$ cat src/rtl/core/tcw_pkg.sv
`default_nettype none
// ----------------------------------------------------------------------------
// tcw_pkg
// Shared constants, codes and control types of the text console writer.
// ----------------------------------------------------------------------------
package tcw_pkg;

  // Screen geometry
  localparam int SCREEN_COLS = 80;
  localparam int SCREEN_ROWS = 25;
  localparam int CELL_COUNT  = SCREEN_COLS * SCREEN_ROWS;
  localparam int ADDR_W      = $clog2(CELL_COUNT);
  localparam int COL_W       = 7;
  localparam int ROW_W       = 5;
  localparam int CELL_W      = 16;

  // Stream widths
  localparam int IN_W  = 24;
  localparam int OUT_W = 32;

  // Configuration port
  localparam int CFG_IDX_W  = 2;
  localparam int CFG_DATA_W = 8;
  localparam logic [CFG_IDX_W-1:0] CFG_ORIGIN_COL = 2'd0;
  localparam logic [CFG_IDX_W-1:0] CFG_ORIGIN_ROW = 2'd1;
  localparam logic [CFG_IDX_W-1:0] CFG_ATTRIBUTE  = 2'd2;
  localparam logic [7:0]           ATTR_RESET     = 8'h07;

  // Commands
  localparam logic [1:0] CMD_PUT_CURSOR = 2'd0;
  localparam logic [1:0] CMD_PUT_AT     = 2'd1;
  localparam logic [1:0] CMD_SET_CURSOR = 2'd2;
  localparam logic [1:0] CMD_READ       = 2'd3;

  // Characters
  localparam logic [7:0] CHAR_NEWLINE = 8'h0A;
  localparam logic [7:0] CHAR_SPACE   = 8'h20;

  // Controller to datapath
  typedef struct packed {
    logic init_en;      // write one zero cell of the power-up clear
    logic accept;       // input beat taken this cycle
    logic sweep_en;     // write one blank cell of the window clear
    logic result_load;  // move the finished result into the output register
  } tcw_ctl_t;

  // Datapath to controller
  typedef struct packed {
    logic init_last;    // last cell of the power-up clear
    logic sweep_need;   // current input would blank a non-empty window
    logic sweep_last;   // last cell of the window clear
    logic out_ok;       // output register free or draining this cycle
  } tcw_stat_t;

  // Cell address: row * SCREEN_COLS + col
  function automatic logic [ADDR_W-1:0] cell_addr(input logic [ROW_W-1:0] row,
                                                   input logic [COL_W-1:0] col);
    logic [ADDR_W-1:0] a;
    a = ADDR_W'(row) * ADDR_W'(SCREEN_COLS) + ADDR_W'(col);
    return a;
  endfunction

endpackage
`default_nettype wire

$ cat src/rtl/core/tcw_ctrl.sv
`default_nettype none
// ----------------------------------------------------------------------------
// tcw_ctrl
// Sequencer: power-up clear, command accept, window clear and result handoff.
// ----------------------------------------------------------------------------
module tcw_ctrl (
  input  wire logic              clk,
  input  wire logic              rst_n,
  input  wire logic              in_tvalid,
  output logic                   in_tready,
  input  wire tcw_pkg::tcw_stat_t stat,
  output tcw_pkg::tcw_ctl_t      ctl
);

  typedef enum logic [1:0] {
    ST_INIT,
    ST_IDLE,
    ST_DONE,
    ST_SWEEP
  } state_t;

  state_t state_r;
  state_t state_nxt;
  logic   accept;

  // Take a beat when idle, or when the pending result leaves this cycle
  always_comb begin
    in_tready = (state_r == ST_IDLE) || ((state_r == ST_DONE) && stat.out_ok);
    accept    = in_tvalid && in_tready;
    ctl.init_en     = (state_r == ST_INIT);
    ctl.accept      = accept;
    ctl.sweep_en    = (state_r == ST_SWEEP);
    ctl.result_load = (state_r == ST_DONE) && stat.out_ok;
  end

  // Next state
  always_comb begin
    state_nxt = state_r;
    case (state_r)
      ST_INIT: begin
        if (stat.init_last) state_nxt = ST_IDLE;
      end
      ST_IDLE: begin
        if (accept) state_nxt = stat.sweep_need ? ST_SWEEP : ST_DONE;
      end
      ST_DONE: begin
        if (accept) begin
          state_nxt = stat.sweep_need ? ST_SWEEP : ST_DONE;
        end else if (stat.out_ok) begin
          state_nxt = ST_IDLE;
        end
      end
      ST_SWEEP: begin
        if (stat.sweep_last) state_nxt = ST_DONE;
      end
      default: state_nxt = ST_INIT;
    endcase
  end

  // Hold state
  always_ff @(posedge clk) begin
    if (!rst_n) begin
      state_r <= ST_INIT;
    end else begin
      state_r <= state_nxt;
    end
  end

endmodule
`default_nettype wire

$ cat config.mk
export PLATFORM = sky130hd
export DESIGN_NAME = tcw_ctrl
export DESIGN_NICKNAME = d
export VERILOG_FILES = /design/src/rtl/core/tcw_pkg.sv /design/src/rtl/core/tcw_ctrl.sv
export SDC_FILE = /design/constraint.sdc
export NUM_CORES = 1
export LEC_CHECK = 0
export ABC_AREA = 0
export BUFFER_PORTS_ARGS = -buffer_cell sky130_fd_sc_hd__buf_2
export CAP_MARGIN = 20
export CELL_PAD_IN_SITES_DETAIL_PLACEMENT = 0
export CELL_PAD_IN_SITES_GLOBAL_PLACEMENT = 1
export CORE_AREA = 2 2 39 41
export CTS_BUF_LIST = sky130_fd_sc_hd__clkbuf_4 sky130_fd_sc_hd__clkbuf_8
export DETAILED_ROUTE_END_ITERATION = 16
export DIE_AREA = 0 0 41 43
export PLACE_DENSITY = 0.54
export SYNTH_ARGS = -nofsm -noshare
export SYNTH_HDL_FRONTEND = slang
export SYNTH_SLANG_ARGS = --single-unit
$ cat constraint.sdc
create_clock -name clk -period 1.5 [get_ports clk]
set_input_delay 0.075 -clock clk [delete_from_list [all_inputs] [get_ports clk]]
set_output_delay 0.075 -clock clk [all_outputs]
set_load 0.03 [all_outputs]
**Yosys cells after proc, flatten, opt, wreduce, memory -nomap -nowiden**

Index checks and enable logic that the tools add are counted.

- Add/subtract/negate cells: 0
- $mul: 0
- Divide/modulo/power cells: 0
- Magnitude comparators: 0
- Equality and inequality tests: 7
- Shift-type cells: 0
- Muxes and demuxes: 7
- Bitwise operators: 0
- Reductions and logical operators: 5

Operators by type and width:

| cell | count |
|---|---|
| $mux W2 | 5 |
| $pmux W2 S4 | 1 |
| $ne A2 B2 Y1 const B | 3 |
| $eq A2 B2 Y1 const B | 2 |
| $reduce_and A4 Y1 | 1 |
| $ne A3 B3 Y1 const B | 1 |
| $eq A2 B1 Y1 const B | 1 |
| $logic_and A1 B1 Y1 | 2 |
| $logic_not A2 Y1 | 1 |
| $logic_or A1 B1 Y1 | 1 |
| $mux W1 | 1 |

- Bits in registers: 2
- Bits in latches: 0
- Memory bits (writable): 0
- Bits in read-only memories: 0
- Output and inout bits: 5
- Memories: 0

**Longest topological paths before layout**

Gate-level depths: netlist of the first run.

- Depth in word-level cells: 6
- Gate-level depth with buffers: 5
- Gate-level depth less buffers: 3

**Worst setup path before layout of the first run**

Ideal clock, no wire load.

- Path kind: flip-flop to output port
- Start point: register state_r[0]
- End point: output ctl[2] in the netlist's numbering
- Arrival time: 1.402 ns
- Required time: 1.425 ns
- Setup slack: 0.023 ns
- Stages on the path, launching flop included: 5
- Buffers on the path: 2
- Cells stage by stage: dfxtp_1 -> buf_2 -> mux2i_1 -> and2_1 -> buf_4

- Cells in the longest elaborated chain, start to end: 4

RTL lines:

| item | RTL line | text |
|---|---|---|
| start: declaration | tcw_ctrl.sv:22 | `state_t state_r;` |
| start signal: assignment | tcw_ctrl.sv:65 | `state_r <= state_nxt;` |
| $eq A2 B2 Y1 | tcw_ctrl.sv:28 | `in_tready = (state_r == ST_IDLE) \|\| ((state_r == ST_DONE) && stat.out_ok);` |
| $logic_and A1 B1 Y1 | tcw_ctrl.sv:28 |  |
| $logic_or A1 B1 Y1 * | tcw_ctrl.sv:28 |  |
| net in_tready | tcw_ctrl.sv:10 | `output logic in_tready,` |
| $logic_and A1 B1 Y1 * | tcw_ctrl.sv:29 | `accept = in_tvalid && in_tready;` |
| end: declaration | tcw_ctrl.sv:12 | `output tcw_pkg::tcw_ctl_t ctl` |

Mark *: on every way through the listed nets, which the timed path passes. The rest lies on a longest branch.

==> impl_results.md, run 1 <==
- Status: complete, no violations
- Non-filler cells, final: 50
- Chip Height: about 43 um
- Clock Latency Late Sink: 0.22 ns
- Total power: about 0.25 mW
- Setup violation total in the final timing report: 0
- DRT Wirelength: just over 400 um
- Cells on worst reg2reg path: 2
- Largest net degree at the start of global routing: 11
- Flop-to-flop setup slack: 0.48 ns
- Fillers: roughly 170
- Clock buffer depth: 2
- Post-synth cell types: 17
- Die X: between 40 and 50 um
- Starting Density: between 10 and 15%
- Main flop type after synthesis: dfxtp_1
- Critical path class: register to primary output
- RSZ-0062 raised after global routing: false
- Hold Crit Start: rst_n
- Cell Area, Synth: between 150 and 200 um^2
- Power density cells: between 1000 and 1500 mW/mm^2
- Arr. time, crit path: between 1 and 1.5 ns
- CP required: about 1.4 ns
- Row Count: 14
- Synth warnings: 0
- Final Wtd Congestion: just under 0.7
- Share of cells above drive strength 1: 50.0%
- Final Max Slew Viols: 0
- RR Endpoint: state_r[0]
- Async set-reset flop share out of synthesis: 0%
- DRC viols: 0
- Resize count post-CTS: 0
- Vias per cell: 3.52
- Initial antenna violation count: 0
- Biggest register: state_r
- Total GRT Usage: 6.33%
- Syn Area/Cell: approximately 7.6 um^2
- Max frequency: between 0.7 and 0.8 GHz
- Post-synth EDFFs: 0
- Hold slack: about 0.095 ns
- Hold Path Sink: state_r[0]
- Full die area: approximately 0.0018 mm^2
- Setup bufs post-CTS: 0
- Synth top cells by count: 3 x nor2_1, 2 x a21oi_1, 2 x dfxtp_1, 2 x inv_1, 2 x nand2b_1
- ANT nets after route: 0
- Register area share after synthesis: 23.0%
- First-pass GRT wire length: between 600 and 700 um
- Startpoint Class: register
- I/O Buffers: 11
- Worst vdd ir: 0.000241 V
- Initial drt markers: 0
- Synth top area share: a little under a quarter
- Worst r2r src: state_r[1]
- Post-route setup TNS: 0 ns
- Placed insts: 47
- Layout Nets: 43
- Hold crit path type: primary input to register
- Post-synthesis register bit count: 2
- Clock sinks: 2
- Least-Margin Pin Slew: approximately 0.37 ns
- Max FFs per register: 2
- Largest area contributor in the netlist: dfxtp_1
- CTS tree: built
- Mapped Nets: 30
- Crit-path cells: nand2_4, mux2i_1, and2_1, buf_2
- Area growth from synthesis to layout: 42.4%
- LEAKAGE: 0.126 nW
- Max-Slew Margin vs Limit: about three quarters
- H-Tree Depth: 1
- Max stage delay on crit path: between 0.5 and 0.6 ns
- Avg WL per Cell: about 8.1 um
- Max-cap violation count: 0
- Cts hold-fix bufs: 0
- # diodes: 0
- Period utilization: ~91%
- Core Footprint: 0.00138 mm^2
- CP max-delay cell: dfxtp_1
- Endpoints failing hold: 0
- Post-layout minimum cycle time: around 1.4 ns
- Num CTS Buffers: 3
- Hold path cells: 3
- DRT Pass-1 Iters: 1
- Vias in the first global route: 161
- Top cells by area, synth: dfxtp_1 23%, a221oi_2 8.6%, nand2b_1 7.2%
- Clock transition at the registers of the reported paths: ~0.03 ns
- Biggest registers after layout: state_r x2
- I/O pin cnt: 12
- Total gr overflow: 0
- Cells after synthesis: 23
- Vias post-DR: about 180
- CP Max Fanout: 10
- Crit end category: primary output
- Clk_skew: 0.0000663 ns
- Root buffer cell: clkbuf_4
- Cell with the most instances after synthesis: nor2_1
cells by family (layout without fill, tap and decap cells):
logic type             count (synthesis)  count (layout)  synth area share, %
flip-flops                             2               2                 23.0
multiplexers                           1               1                 5.76
AO/OA/AOI/OAI                          5               5                 20.1
buffers and inverters                  5              16                 18.0
AND/OR/NAND/NOR                       10              10                 33.1
critical path: cells and delay by family, from the launching register on:
family / cells / cell delay [ns]
buffers and inverters: 1 / 0.18
flip-flops: 1 / 0.53
multiplexers: 1 / 0.15
AND/OR/NAND/NOR: 2 / 0.20
layout make-up:
| cell class | count | area (um^2) | share of cell area [%] |
|---|---|---|---|
| clock buffer | 3 | 22.5 | 9.09 |
| sequential | 2 | 40.0 | 16.2 |
| inverter | 2 | 7.51 | 3.03 |
| tap | 16 | 20.0 | 8.08 |
| timing repair buffer | 11 | 55.1 | 22.2 |
| multi-input combinational | 16 | 103 | 41.4 |
how the worst max path moves through the flow:
stage                   to  slack (ns)  depth (start not counted)  startpoint
floorplan           ctl[2]        0.02                          4  state_r[0]
global placement    ctl[2]        0.35                          4  state_r[1]
detailed placement  ctl[2]        0.37                          4  state_r[1]
CTS                 ctl[2]        0.12                          4  state_r[1]
global route        ctl[2]        0.02                          4  state_r[1]
finish              ctl[2]        0.13                          4  state_r[1]
through the flow:
step / util, % / setup WS (ns) / area [um^2]
finish: 17.9 / 0.132 / 248
global route: 17.9 / 0.0208 / 248
CTS: 17.9 / 0.116 / 248
detailed placement: 16.3 / 0.369 / 225
global placement: 16.3 / 0.351 / 225
floorplan: - / 0.0226 / 174
per-layer routing:
| metal | track usage (%) | part of all wire, % |
|---|---|---|
| met4 | 12.0 | 0 |
| met1 | 7.40 | 46 |
| met3 | 1.57 | 5.4 |
| met5 | 0 | 0 |
| met2 | 5.94 | 48 |
power by group:
group | internal, mW | switching [mW]
Clock | 0.0882 | 0.0297
Combinational | 0.0247 | 0.0386
Sequential | 0.0579 | 0.00985
Total | 0.171 | 0.0781
layout by cell type (no fill, tap or decap), drive strengths merged:
cell / n
dfxtp: 2
nand3: 1
buf: 11
a221oi: 1
nand2b: 2
mux2i: 1
o21ai: 2
clkbuf: 3
a21oi: 2
nor2: 3
nand2: 2
inv: 2
and2: 2
Power figures use the tool's default switching activity.
==> run 2, diff against run 1 <==
--- a/config.mk
+++ b/config.mk
@@ -14,6 +14,7 @@
 export CTS_BUF_LIST = sky130_fd_sc_hd__clkbuf_4 sky130_fd_sc_hd__clkbuf_8
 export DETAILED_ROUTE_END_ITERATION = 16
 export DIE_AREA = 0 0 41 43
+export GPL_TIMING_DRIVEN = 0
 export PLACE_DENSITY = 0.54
 export SYNTH_ARGS = -nofsm -noshare
 export SYNTH_HDL_FRONTEND = slang
==> run 2 against run 1 <==
Effect of this change:
- sequential cell count did not move
- total power rose by 6.3%
- die area did not move
- fmax down 2.8%
==> impl_results.md, run 2 (synthesis gave the netlist of run 1 again) <==
- Status: complete, no violations
- Layout Nets: 47 (+9.3%)
- CP Max Fanout: 7 (-3)
- Crit end category: primary output
- Arr. time, crit path: 1.33 ns (+0.04 ns)
- Critical path class: register to primary output
- Biggest register: state_r
- Clock sinks: 2 (unchanged)
- Die X: 41 um (unchanged)
- Vias in the first global route: 176 (+9.3%)
- Worst path bufs/invs: 3 (+2)
- Max frequency: 0.711 GHz (-2.8%)
- Starting Density: 12.6% (unchanged)
- LEAKAGE: 0.150 nW (+19%)
- Final Wtd Congestion: 0.656 (-4.7%)
- DRT Pass-1 Iters: 4 (+3)
- CTS tree: built
- Crit-path cells: clkbuf_4, mux2i_2, and2_1, buf_4, buf_2
- Initial drt markers: 3 (+3)
- Initial antenna violation count: 0 (unchanged)
- CP required: 1.42 ns (about the same)
- Commonest non-fill, non-tap cell in the layout: buf_2
- Total gr overflow: 0 (unchanged)
- ANT nets after route: 0 (unchanged)
- I/O pin cnt: 12 (unchanged)
- First-pass GRT wire length: 676 um (+4.3%)
- RSZ-0062 raised after global routing: false
- Chip Height: 43 um (unchanged)
- Clock transition at the registers of the reported paths: 0.03 ns (about the same)
- Area growth from synthesis to layout: 64.0%
- Startpoint Class: register
- Most frequent cells in the layout: 11 x buf_2, 4 x clkbuf_4, 3 x nor2_1
- DRT Wirelength: 411 um (+1.7%)
- Period utilization: 93.8% (+2.6 points)
- # diodes: 0 (unchanged)
- Full die area: 0.00176 mm^2 (unchanged)
- Biggest registers after layout: state_r x2
- Least-Margin Pin Slew: 0.163 ns (-0.202 ns)
- Post-layout util: 20.6% (+2.7 points)
- Row Count: 14 (unchanged)
- Max-Slew Margin vs Limit: 88.9% (+13 points)
- Post-layout minimum cycle time: 1.41 ns (+0.0390 ns)
- Max FFs per register: 2 (unchanged)
- Endpoints failing hold: 0 (unchanged)
- Setup violation total in the final timing report: 0 (unchanged)
- Total GRT Usage: 6.22% (-0.10 points)
- H-Tree Depth: 1 (unchanged)
- Cell family with most CP delay: buffers and inverters
- Core Footprint: 0.00138 mm^2 (unchanged)
- Largest net degree at the start of global routing: 11 (unchanged)
- CP max-delay cell: dfxtp_1
- Root buffer cell: clkbuf_4
- Final Max Slew Viols: 0 (unchanged)
- Vias per cell: 3.46 (-1.6%)
- Cts hold-fix bufs: 0 (unchanged)
- Clk_skew: 0.00113 ns (+0.00106 ns)
- Worst vdd ir: 0.000234 V (-3.1%)
- Max-cap violation count: 0 (unchanged)
- Share of cells above drive strength 1: 57.9% (+7.9 points)
- Hold crit path type: primary input to register
- Post-route setup TNS: 0 ns (unchanged)
- I/O Buffers: 11 (unchanged)
- Avg WL per Cell: 7.61 um (-5.8%)
- Num CTS Buffers: 3 (unchanged)
- Clock buffer depth: 2 (unchanged)
- Power density cells: 927 mW/mm^2 (-7.7%)
- DRC viols: 0 (unchanged)
- Vias post-DR: 187 (+6.3%)
- Hold slack: 0.0976 ns (+0.00296 ns)
- Clock Latency Late Sink: 0.22 ns (about the same)
- Max stage delay on crit path: 0.29 ns (-0.24 ns)
-- run 2: cell count changes in the layout (fill, tap and decap cells not counted), sizes merged --
cell,before,now
buf,11,14
clkbuf,3,4
-- run 2: cell type report --
class                   instances  area (um^2)
well taps                      16         20.0
multi-input cells              16          106
inverters                       2         7.51
clock buffers                   3         22.5
fillers                       168         1100
plain buffers                   3         26.3
flip-flops and latches          2         40.0
repair buffers                 12         62.6
-- run 2: power by group --
group	switching [mW]	internal (mW)
Clock	0.0287	0.0881
Sequential	0.00106	0.0578
Combinational	0.0505	0.0384
-- run 2: what timing repair did --
action                                  in CTS  in global routing
resized for setup                            0                  2
buffers inserted                             0                  1
hold endpoints to repair                     0                  0
endpoints found under the setup margin       0                  1
-- run 2: worst min-delay path, cell delays in order --
cell and delay, ns:
buf_2 0.11, inv_1 0.06, a221oi_2 0.03
-- run 2: path summary, 6_finish.rpt --
check	from	end	slack, ns	cells after the start
max	state_r[0]	ctl[2]	0.09	5
max reg2reg	state_r[1]	state_r[0]	0.61	4
min reg2reg	state_r[0]	state_r[0]	0.58	2
min	rst_n	state_r[0]	0.1	3
-- run 2: metal layers --
layer	GRT usage, %	part of all wire (%)	wire (um)	vias up
li1	-	-	-	103
met1	8.36	45	187	77
met2	5.63	47	195	7
met3	3.14	7.1	29	0
met4	8.00	0	0	0
met5	0	0	0	-
-- run 2: through the flow --
step	total power [mW]	cell area, um^2	worst slack [ns]	std cells
6_report	0.265	285	0.0932	54
5_1_grt	0.284	285	0.00155	54
4_1_cts	0.266	272	0.0782	53
3_5_place_dp	0.140	249	0.336	50
3_3_place_gp	0.141	249	0.322	50
2_1_floorplan	0.117	174	0.0226	23
==> run 3, diff against run 2 <==
--- a/config.mk
+++ b/config.mk
@@ -5,7 +5,7 @@
 export SDC_FILE = /design/constraint.sdc
 export NUM_CORES = 1
 export LEC_CHECK = 0
-export ABC_AREA = 0
+export ABC_AREA = 1
 export BUFFER_PORTS_ARGS = -buffer_cell sky130_fd_sc_hd__buf_2
 export CAP_MARGIN = 20
 export CELL_PAD_IN_SITES_DETAIL_PLACEMENT = 0
@@ -15,7 +15,7 @@
 export DETAILED_ROUTE_END_ITERATION = 16
 export DIE_AREA = 0 0 41 43
 export GPL_TIMING_DRIVEN = 0
-export PLACE_DENSITY = 0.54
+export PLACE_DENSITY = 0.58
 export SYNTH_ARGS = -nofsm -noshare
 export SYNTH_HDL_FRONTEND = slang
 export SYNTH_SLANG_ARGS = --single-unit
==> run 3 against run 2 <==
Effect of this change:
- clock skew shrank 0.00063 ns
- hold slack lost 0.042 ns
- first-iteration DRC count shrank 67%
- synthesized cell count grew 43%
- critical path type unchanged
- critical endpoint unchanged
- largest power group is now combinational logic
==> impl_results.md, run 3 <==
- I/O Buffers: 11 (unchanged)
- Complex-gate fraction of the synthesized area: 27.6% (+7.5 points)
- # diodes: 0 (unchanged)
- DRC viols: 0 (unchanged)
- Total gr overflow: 0 (unchanged)
- Crit end category: primary output
- Main combinational cell family by area after synthesis: simple AND/OR/NAND/NOR gates
- Layout Nets: 57 (+21%)
- Status: complete, no violations
- Clock transition at the registers of the reported paths: 0.03 ns (about the same)
- Stages on worst setup path: 8 (+3)
- Worst vdd ir: 0.000222 V (-5.1%)
- Setup violation total in the final timing report: 0 (unchanged)
- Max stage delay on crit path: 0.35 ns (+0.06 ns)
- ANT nets after route: 0 (unchanged)
- RSZ-0062 raised after global routing: false
- Share of cells above drive strength 1: 47.9% (-10 points)
- Initial antenna violation count: 0 (unchanged)
- Hold path cells: 3 (unchanged)
- Synth warnings: 0 (unchanged)
- Most frequent cells in the layout: 10 x buf_2, 8 x nand2_1, 7 x inv_1
- Synth top area share: 21.1% (-2.0 points)
- Post-route setup TNS: 0 ns (unchanged)
- Starting Density: 13.7% (+1.2 points)
- Mapped Nets: 40 (+33%)
- Worst path bufs/invs: 5 (+2)
- Max frequency: 0.720 GHz (+1.3%)
- Cells on worst reg2reg path: 6 (+2)
- CP required: 1.42 ns (about the same)
- Vias per cell: 3.69 (+6.5%)
- Chip Height: 43 um (unchanged)
- Top cells by area, synth: dfxtp_1 21%, nand2_1 16%, inv_1 14%
- Final Wtd Congestion: 0.708 (+7.9%)
- Largest net degree at the start of global routing: 7 (-4)
- H-Tree Depth: 1 (unchanged)
- CP Max Fanout: 5 (-2)
- DRT Pass-1 Iters: 2 (-2)
- Cell family with most CP delay: buffers and inverters
- Max FFs per register: 2 (unchanged)
- Main flop type after synthesis: dfxtp_1
- Hold crit path type: primary input to register
- CP max-delay cell: dfxtp_4
- Post-synth cell types: 15 (-2)
- Max-Slew Margin vs Limit: 86.1% (-2.9 points)
- Cts hold-fix bufs: 0 (unchanged)
- Syn Area/Cell: 5.76 um^2 (-24%)
- Clock buffer depth: 2 (unchanged)
- Area growth from synthesis to layout: 59.9%
- DRT Wirelength: 475 um (+16%)
- Setup ws final: 0.112 ns (+0.0186 ns)
- DPL Wire Length: approximately 390 um
- Post-synthesis xor/xnor area fraction: 0% (unchanged)
- Root buffer cell: clkbuf_4
- LEAKAGE: 0.181 nW (+21%)
- Cell with the most instances after synthesis: nand2_1
- Endpoints failing hold: 0 (unchanged)
- Row Count: 14 (unchanged)
- Period utilization: 92.5% (-1.2 points)
- Area share of fa/ha/maj cells after synthesis: 0% (unchanged)
- Least-Margin Pin Slew: 0.208 ns (+0.0453 ns)
- Vias post-DR: 236 (+26%)
- Clock sinks: 2 (unchanged)
- Full die area: 0.00176 mm^2 (unchanged)
- Post-synth EDFFs: 0 (unchanged)
- Arr. time, crit path: 1.31 ns (-0.02 ns)
- Register area share after synthesis: 21.1% (-2.0 points)
- Initial drt markers: 1 (-2)
- Total GRT Usage: 6.91% (+0.69 points)
- Cell Area, Synth: 190 um^2 (+9.4%)
- Die X: 41 um (unchanged)
- I/O pin cnt: 12 (unchanged)
- Post-layout minimum cycle time: 1.39 ns (-0.0186 ns)
- Final Max Slew Viols: 0 (unchanged)
- Clk_skew: 0.000495 ns (-0.000634 ns)
- Biggest register: state_r
- Synth top cells by count: 8 x nand2_1, 7 x inv_1
- Commonest non-fill, non-tap cell in the layout: buf_2
- Async set-reset flop share out of synthesis: 0% (unchanged)
- Biggest registers after layout: state_r x2
- Vias in the first global route: 204 (+16%)
- First-pass GRT wire length: 752 um (+11%)
- Largest area contributor in the netlist: dfxtp_1
- Critical path class: register to primary output
- Startpoint Class: register
- CTS tree: built
- Crit-path cells: inv_1, nor2_2, inv_1, nor2_2, inv_2, a21boi_1, buf_4, buf_4
- Core Footprint: 0.00138 mm^2 (unchanged)
- Cells after synthesis: 33 (+43%)
- Post-synthesis register bit count: 2 (unchanged)
- Power density cells: 1080 mW/mm^2 (+16%)
- Place WS: 0.218 ns (-0.118 ns)
- Clock Latency Late Sink: 0.22 ns (about the same)
- Synth Area in Simple Gates: 29.6% (-3.5 points)
- Max-cap violation count: 0 (unchanged)
- Num CTS Buffers: 3 (unchanged)
- Avg WL per Cell: 7.42 um (-2.5%)
- Mux contribution to synthesized area: 0% (-5.8 points)
## run 3: worst paths after layout
kind	from	slack, ns	endpoint
worst max register to register	state_r[0]	0.42	state_r[1]
worst min register to register	state_r[1]	0.70	state_r[0]
worst max-delay path	state_r[1]	0.11	ctl[2]
worst min-delay path	rst_n	0.06	state_r[1]
## run 3: where the power goes
part	total (mW)	internal (mW)	leakage (nW)	switching, mW
clock network	0.117	0.0881	0.0138	0.0287
logic	0.136	0.0511	0.150	0.0854
registers	0.0741	0.0625	0.0173	0.0115
total	0.327	0.202	0.181	0.126
## run 3: through the flow
stage	hold slack, ns	cells	total power, mW	instance area [um^2]	utilization (%)
finish	0.0560	64	0.327	304	22.0
global route	0.0693	64	0.353	304	22.0
CTS	0.0523	63	0.331	289	20.9
detailed placement	0.286	60	0.206	265	19.2
global placement	0.280	60	0.206	265	19.2
floorplan	0.173	33	0.169	190	-
## run 3: cell type report
cell class / count / area, um^2
fillers: 170 / 1080
multi-input cells: 21 / 111
plain buffers: 1 / 7.51
flip-flops and latches: 2 / 43.8
well taps: 16 / 20.0
inverters: 9 / 33.8
clock buffers: 3 / 22.5
repair buffers: 12 / 65.1
## run 3: logic make-up after synthesis
family | Yosys count
compound gates | 8
buf+inv | 10
flops | 2
simple gates | 13
## run 3: tightest hold or removal path, stage by stage
cell	delay (ns)
buf_2	0.08
nand2_1	0.05
inv_1	0.04
## run 3: timing repair
item	in CTS	in global routing
endpoints found under the hold margin	0	0
resized for setup	1	4
setup endpoints to repair	1	1
buffers inserted	0	1
pin swaps	0	1
## run 3: routing by layer
layer	share of wire, %	vias up	GRT usage [%]
li1	-	129	-
met1	40	104	7.35
met2	56	3	8.75
met3	3.4	0	3.14
met4	0	0	8.00
met5	0	-	0
